===== src/hw/rtl/udq_pkg.sv =====
// Shared widths, codes and types of the uniform domain quantizer.
package udq_pkg;

    localparam int VAL_W   = 32;
    localparam int STEP_W  = 31;
    localparam int IDX_W   = 16;
    localparam int OP_W    = 3;
    localparam int MODE_W  = 2;

    // divider operand widths: numerator holds 2*diff + step - 1
    localparam int NUM_W   = VAL_W + 2;
    localparam int DEN_W   = STEP_W + 1;
    localparam int QUO_W   = IDX_W + 1;

    localparam int ADDR_W  = 5;
    localparam int DATA_W  = 32;

    localparam int S_DATA_W = ((VAL_W + MODE_W + 1 + IDX_W + 7) / 8) * 8;
    localparam int S_USER_W = OP_W + 1;
    localparam int M_DATA_W = ((VAL_W + IDX_W + 7) / 8) * 8;
    localparam int M_USER_W = 1;

    localparam logic [OP_W-1:0] OP_INDEX    = 3'd0;
    localparam logic [OP_W-1:0] OP_SNAP     = 3'd1;
    localparam logic [OP_W-1:0] OP_NEXT_LO  = 3'd2;
    localparam logic [OP_W-1:0] OP_NEXT_HI  = 3'd3;
    localparam logic [OP_W-1:0] OP_EQ_LO    = 3'd4;
    localparam logic [OP_W-1:0] OP_EQ_HI    = 3'd5;
    localparam logic [OP_W-1:0] OP_AT_INDEX = 3'd6;

    localparam logic [MODE_W-1:0] MODE_FLOOR = 2'd0;
    localparam logic [MODE_W-1:0] MODE_CEIL  = 2'd1;
    localparam logic [MODE_W-1:0] MODE_NEAR  = 2'd2;
    localparam logic [MODE_W-1:0] MODE_BAD   = 2'd3;

    localparam logic [2:0] REG_D0_LOW  = 3'd0;
    localparam logic [2:0] REG_D0_HIGH = 3'd1;
    localparam logic [2:0] REG_D0_STEP = 3'd2;
    localparam logic [2:0] REG_D0_PTS  = 3'd3;
    localparam logic [2:0] REG_D1_LOW  = 3'd4;
    localparam logic [2:0] REG_D1_HIGH = 3'd5;
    localparam logic [2:0] REG_D1_STEP = 3'd6;
    localparam logic [2:0] REG_D1_PTS  = 3'd7;

    typedef struct packed {
        logic signed [VAL_W-1:0] low;
        logic signed [VAL_W-1:0] high;
        logic [STEP_W-1:0]       step;
        logic [IDX_W-1:0]        points;
    } dom_t;

    typedef struct packed {
        logic [OP_W-1:0]         op;
        logic                    dsel;
        logic signed [VAL_W-1:0] val;
        logic                    wrap;
        logic [IDX_W-1:0]        sidx;
        logic                    lo;
        logic                    hi;
        logic                    zstep;
        logic                    err;
    } ctl_t;

endpackage


===== src/hw/rtl/udq_divider.sv =====
// Pipelined radix-2 restoring divider with saturating quotient and sideband.
module udq_divider
    import udq_pkg::*;
(
    input  logic             clk,
    input  logic             rst_n,
    input  logic             in_valid,
    output logic             in_ready,
    input  logic [NUM_W-1:0] in_num,
    input  logic [DEN_W-1:0] in_den,
    input  ctl_t             in_ctl,
    output logic             out_valid,
    input  logic             out_ready,
    output logic [QUO_W-1:0] out_quo,
    output ctl_t             out_ctl
);

    localparam int NST = QUO_W + 1;
    localparam int CW  = DEN_W + QUO_W;

    logic             v_reg   [NST];
    logic             en      [NST];
    logic [NUM_W-1:0] rem_reg [NST];
    logic [DEN_W-1:0] den_reg [NST];
    logic [QUO_W-1:0] quo_reg [NST];
    logic             ovf_reg [NST];
    ctl_t             ctl_reg [NST];

    genvar s;
    for (s = 0; s < NST; s++)
    begin : g_st
        if (s == NST - 1)
        begin : g_tail
            assign en[s] = ~v_reg[s] | out_ready;
        end
        else
        begin : g_mid
            assign en[s] = ~v_reg[s] | en[s+1];
        end

        if (s == 0)
        begin : g_head
            logic ovf_next;
            // quotient at or above 2^QUO_W saturates
            assign ovf_next = CW'(in_num) >= (CW'(in_den) << QUO_W);

            always_ff @(posedge clk or negedge rst_n)
            begin
                if (!rst_n)
                    v_reg[s] <= 1'b0;
                else if (en[s])
                    v_reg[s] <= in_valid;
            end

            always_ff @(posedge clk)
            begin
                if (en[s])
                begin
                    rem_reg[s] <= in_num;
                    den_reg[s] <= in_den;
                    quo_reg[s] <= '0;
                    ovf_reg[s] <= ovf_next;
                    ctl_reg[s] <= in_ctl;
                end
            end
        end
        else
        begin : g_bit
            localparam int B = NST - 1 - s;
            logic [CW-1:0]    sh;
            logic [CW-1:0]    diff_w;
            logic             ge;
            logic [QUO_W-1:0] quo_next;
            logic [NUM_W-1:0] rem_next;

            assign sh     = CW'(den_reg[s-1]) << B;
            assign ge     = CW'(rem_reg[s-1]) >= sh;
            assign diff_w = CW'(rem_reg[s-1]) - sh;

            always_comb
            begin
                quo_next    = quo_reg[s-1];
                quo_next[B] = ge;
                rem_next    = ge ? diff_w[NUM_W-1:0] : rem_reg[s-1];
            end

            always_ff @(posedge clk or negedge rst_n)
            begin
                if (!rst_n)
                    v_reg[s] <= 1'b0;
                else if (en[s])
                    v_reg[s] <= v_reg[s-1];
            end

            always_ff @(posedge clk)
            begin
                if (en[s])
                begin
                    rem_reg[s] <= rem_next;
                    den_reg[s] <= den_reg[s-1];
                    quo_reg[s] <= quo_next;
                    ovf_reg[s] <= ovf_reg[s-1];
                    ctl_reg[s] <= ctl_reg[s-1];
                end
            end
        end
    end

    assign in_ready  = en[0];
    assign out_valid = v_reg[NST-1];
    assign out_quo   = ovf_reg[NST-1] ? {QUO_W{1'b1}} : quo_reg[NST-1];
    assign out_ctl   = ctl_reg[NST-1];

endmodule


===== config.mk =====
export PLATFORM = sky130hd
export DESIGN_NAME = udq_divider
export DESIGN_NICKNAME = d
export VERILOG_FILES = /design/src/hw/rtl/udq_pkg.sv /design/src/hw/rtl/udq_divider.sv
export SDC_FILE = /design/constraint.sdc
export NUM_CORES = 2
export LEC_CHECK = 0
export BUFFER_PORTS_ARGS = -buffer_cell sky130_fd_sc_hd__buf_2
export CELL_PAD_IN_SITES_DETAIL_PLACEMENT = 0
export CELL_PAD_IN_SITES_GLOBAL_PLACEMENT = 2
export CORE_UTILIZATION = 46
export DETAILED_ROUTE_END_ITERATION = 12
export PLACE_DENSITY_LB_ADDON = 0.1
export SKIP_LAST_GASP = 1
export SYNTH_ARGS = -nofsm -noshare
export SYNTH_HDL_FRONTEND = slang
export SYNTH_SLANG_ARGS = --single-unit
export TNS_END_PERCENT = 100

===== constraint.sdc =====
create_clock -name clk -period 13.8 [get_ports clk]
set_input_delay 0 -clock clk [delete_from_list [all_inputs] [get_ports clk]]
set_output_delay 0 -clock clk [all_outputs]
set_load 0.03 [all_outputs]

* Word level (Yosys, flattened, before mapping)
Memories as Yosys holds them, arrays and structs flattened. Cells that the tools add are included.
Cells by class: bitwise operators 36, order comparisons 18, muxes and demuxes 54, $add $sub $neg 17
Operators by type and width (number):
- $mux 34 | 17
- $sub 34x34->34 | 15
- $ge 34x49->1 | 1
- $ge 34x48->1 | 1
- $ge 34x47->1 | 1
- $ge 34x46->1 | 1
- $ge 34x45->1 | 1
- $ge 34x44->1 | 1
- $ge 34x43->1 | 1
- $ge 34x42->1 | 1
- $ge 34x41->1 | 1
- $ge 34x40->1 | 1
- $ge 34x39->1 | 1
- $ge 34x38->1 | 1
- $ge 34x37->1 | 1
- $ge 34x36->1 | 1
- $mux 1 | 36
- $ge 34x35->1 | 1
- $ge 34x32->1 | 1
- $ge 34x33->1 | 1
- $ge 34x34->1 | 1
- $sub 34x32->34 | 1
- $sub 34x33->34 | 1
- $not 1->1 | 18
- other kinds (2) | 19
Storage, ports and cells: register bits 18, output and inout port bits 76, memory bits (writable) 2538, input bits 127, memories kept 5, logic and storage cells 148
Memories:
- ctl_reg | depth 18, bits a word 57, rd ports 18, clocked after Yosys merged registers in 0, wr ports 18, line udq_divider.sv:27 | ctl_t ctl_reg [NST];
- rem_reg | depth 18, bits a word 34, rd ports 17, clocked after Yosys merged registers in 0, wr ports 18, line udq_divider.sv:23 | logic [NUM_W-1:0] rem_reg [NST];
- den_reg | depth 18, bits a word 32, rd ports 17, clocked after Yosys merged registers in 0, wr ports 18, line udq_divider.sv:24 | logic [DEN_W-1:0] den_reg [NST];
- quo_reg | depth 18, bits a word 17, rd ports 18, clocked after Yosys merged registers in 0, wr ports 18, line udq_divider.sv:25 | logic [QUO_W-1:0] quo_reg [NST];
- ovf_reg | depth 18, bits a word 1, rd ports 18, clocked after Yosys merged registers in 0, wr ports 18, line udq_divider.sv:26 | logic ovf_reg [NST];

* Longest topological paths before layout
depth after elaboration 21, mapped depth 16, depth with buffers taken out 13

* Worst setup path after synthesis
Ideal clock, no wire load.
path type register -> register, start reg v_reg (netlist bit out_valid), end mem ctl_reg[0][0] (netlist bit), enable pin, data arrival time 9756 ps, library setup time 497 ps, cell stages (with the launch flop) 12, path buffers 0, path slack 3547 ps, cell sequence dfrtp_1 > nand2b_1 > nor2_1 > inv_1 > nor2_1 > and2_1 > and3_1 > and3_1 > and4_1 > and3_1 > and3_1 > nand2_1
RTL lines:
- start: declaration | line udq_divider.sv:21 | logic v_reg [NST];
- start signal: indexed assignment | line udq_divider.sv:92 | v_reg[s] <= v_reg[s-1];
- end: declaration | line udq_divider.sv:27

==> impl_results.md <==
- DIE WIDTH: 465 um
- Final Hold Viols: 0
- H-tree Lvls: 4
- Peak VDD IR: 0.000136 V
- Yosys cell types: 96
- Vias per inst: 5.18
- Grt total ovfl: 0
- Wire length per cell: 19.8 um
- Syn_nets: 7195
- Number of global-route vias before repair: 53700
- RD Place Congestion: 0.865
- Total die area: 0.216 mm2
- CP Max Fanout: 88
- Share of the synthesized area in the top cell type: 70.5%
- # fillers: 17400
- Mapped cell area: 0.0987 mm2
- Cts repair resizes: 0
- IO Pins: 203
- Static Leak: 45.2 nW
- Area Growth Syn to Fin: 15.3%
- CTS tree: done
- Final Cell Area: 0.114 mm2
- # Max-Cap Violations: 0
- CTS root buf: clkbuf_16
- TritonCTS buffer count: 236
- RSZ-0062 raised after global routing: false
- EDFF count, synth: 2319
- All-layer global routing usage: 18.8%
- # port buffers: 202
- Synth area leader: edfxtp_1
- Type of the worst min-delay path: primary input to flop
- Startpoint Class: flop
- Yosys reg bits: 2337
- Slew Limit Fails: 0
- Ys Warns: 0
- DP Cell Count: 9579
- Most common cell after layout, fill and taps aside: edfxtp_1
- Initial antenna violation count: 12
- Share of layout cells above drive strength 1: 12.3%
- Largest net degree at the start of global routing: 90
- Global-route wire length before repair: 313000 um
- Placed cell area: 0.103 mm2
- Drt pass-1 iters: 7
- Final setup viols: 0
- Largest cells by area after synthesis: edfxtp_1, ha_1, inv_1
- Worst EP arrival: 6030 ps
- Post-CTS Setup Bufs: 0
- Setup TNS: 0 ps
- Final wirelength: 203000 um
- Worst skew pair latency: 910 ps
- Cell count after synthesis: 6596
- Critical path class: flop to output port
- Avg Cell Area, Syn: 15.0 um2
- Commonest cells after routing, fill and taps aside: edfxtp_1, inv_1, ha_1, a21oi_1, nand2_1
- Run status: complete, no violations
- Worst setup EP type: output port
- Register area share after synthesis: 71.0%
- HPWL Detailed: 148000 um
- Iter 0 DRT Violations: 2941
- Fmax: 0.166 GHz
- Layout Cells excl Fill: 10300
- Total Nets Final: 7844
- Post-layout min period: 6030 ps
- Core Region: 0.213 mm2
- Dominant synthesized flop cell: edfxtp_1
- Cell area power density: 185 mW/mm2
- CP required: 13800 ps
- Final antenna-violating net count: 0
- Clock Skew: 110 ps
- Worst-Margin Slew: 1280 ps
- Max-slew headroom: 13.2%
- Residual DRC: 0
- DR vias: 53200
- Row count: 169
- Flip-flop count of the largest register after layout: 1026
- Clk sinks: 2337
- Clock transition at path regs: 70 ps
- Die Y: 465 um
- Tcrit/Tclk final: 43.7%
- Initial Utilization: 46.4%
- Ys async rst share: 0.770%
- Maximum root-to-sink buffer count: 3
power breakdown:
| part | total (mW) | switching, mW | internal (mW) |
|---|---|---|---|
| registers | 9.92 | 0.549 | 9.37 |
| logic | 4.72 | 2.72 | 2.00 |
| clock network | 6.45 | 2.71 | 3.74 |
Yosys cell counts (108+ instances only):
| library cell | number |
|---|---|
| nor3_1 | 115 |
| xor2_1 | 108 |
| xnor2_1 | 168 |
| a21oi_1 | 336 |
| nand2_1 | 326 |
| inv_1 | 596 |
| ha_1 | 456 |
| nor2_1 | 279 |
| mux2_2 | 174 |
| edfxtp_1 | 2319 |
| o21ai_0 | 311 |
| a21o_1 | 170 |
worst paths after layout:
check                      depth (start not counted)             end  slack, ps      startpoint
max                                               12        in_ready       7770       out_valid
min                                                2  ctl_reg[0][50]        100      in_ctl[50]
max reg2reg                                       12  ctl_reg[0][39]       7940       out_valid
min reg2reg                                        0  ctl_reg[9][16]        370  ctl_reg[8][16]
max in group asynchronous                          4       v_reg[10]      13440           rst_n
min in group asynchronous                          4       out_valid        160           rst_n
kinds of logic (layout without fill, tap and decap cells):
family                   Yosys count  after routing  share of synthesized area (%)
XOR/XNOR                         276            276                           2.45
other                              0              2                              0
adder cells (fa/ha/maj)          472            472                           6.10
AO/OA/AOI/OAI                   1320           1320                           8.66
multiplexers                     210            210                           2.44
buffers and inverters            681           1532                           2.72
flip-flops                      2337           2337                           71.0
AND/OR/NAND/NOR                 1300           1300                           6.63
layout make-up:
cell class / instances / area (um2) / area share [%]
tap: 2821 / 3530 / 3.10
timing repair buffer: 492 / 3820 / 3.36
clock inverter: 171 / 1970 / 1.73
inverter: 600 / 2290 / 2.01
multi-input combinational: 3578 / 26100 / 22.9
sequential: 2337 / 70100 / 61.6
antenna: 2 / 5.00 / 0.00440
clock buffer: 269 / 6070 / 5.33
per-stage QoR:
| step | util, % | hold WS, ps | total power [mW] | setup slack (ps) |
|---|---|---|---|---|
| after floorplan | - | -296 | 13.5 | 3550 |
| after global placement | 48.6 | 31.1 | 14.7 | 7890 |
| after detailed placement | 48.6 | 39.7 | 14.8 | 7850 |
| after CTS | 53.5 | 7.62 | 21.3 | 7530 |
| after global routing | 53.5 | 36.0 | 22.2 | 7330 |
| final | 53.5 | 102 | 21.1 | 7770 |
metal layers:
layer | track usage, % | wire length, um
met1 | 24.1 | 88800
met2 | 32.8 | 101000
met3 | 2.83 | 7100
met4 | 5.96 | 5720
met5 | 0 | 25
timing repair:
| item | CTS | global route |
|---|---|---|
| hold buffers | 249 | 0 |
| setup endpoints to repair | 0 | 0 |
| endpoints found under the hold margin | 162 | 0 |
critical path, cell delays in order (launching register included):
cell and delay [ps]:
dfrtp_1 390, nand2b_4 270, nor2_1 600, inv_6 350
nor2_1 440, and2_1 350, and3_1 390, and3_1 420
and4_1 410, and3_1 360, and3_1 360, nand2_4 370
buf_2 330
(Power assumes the default switching activity.)
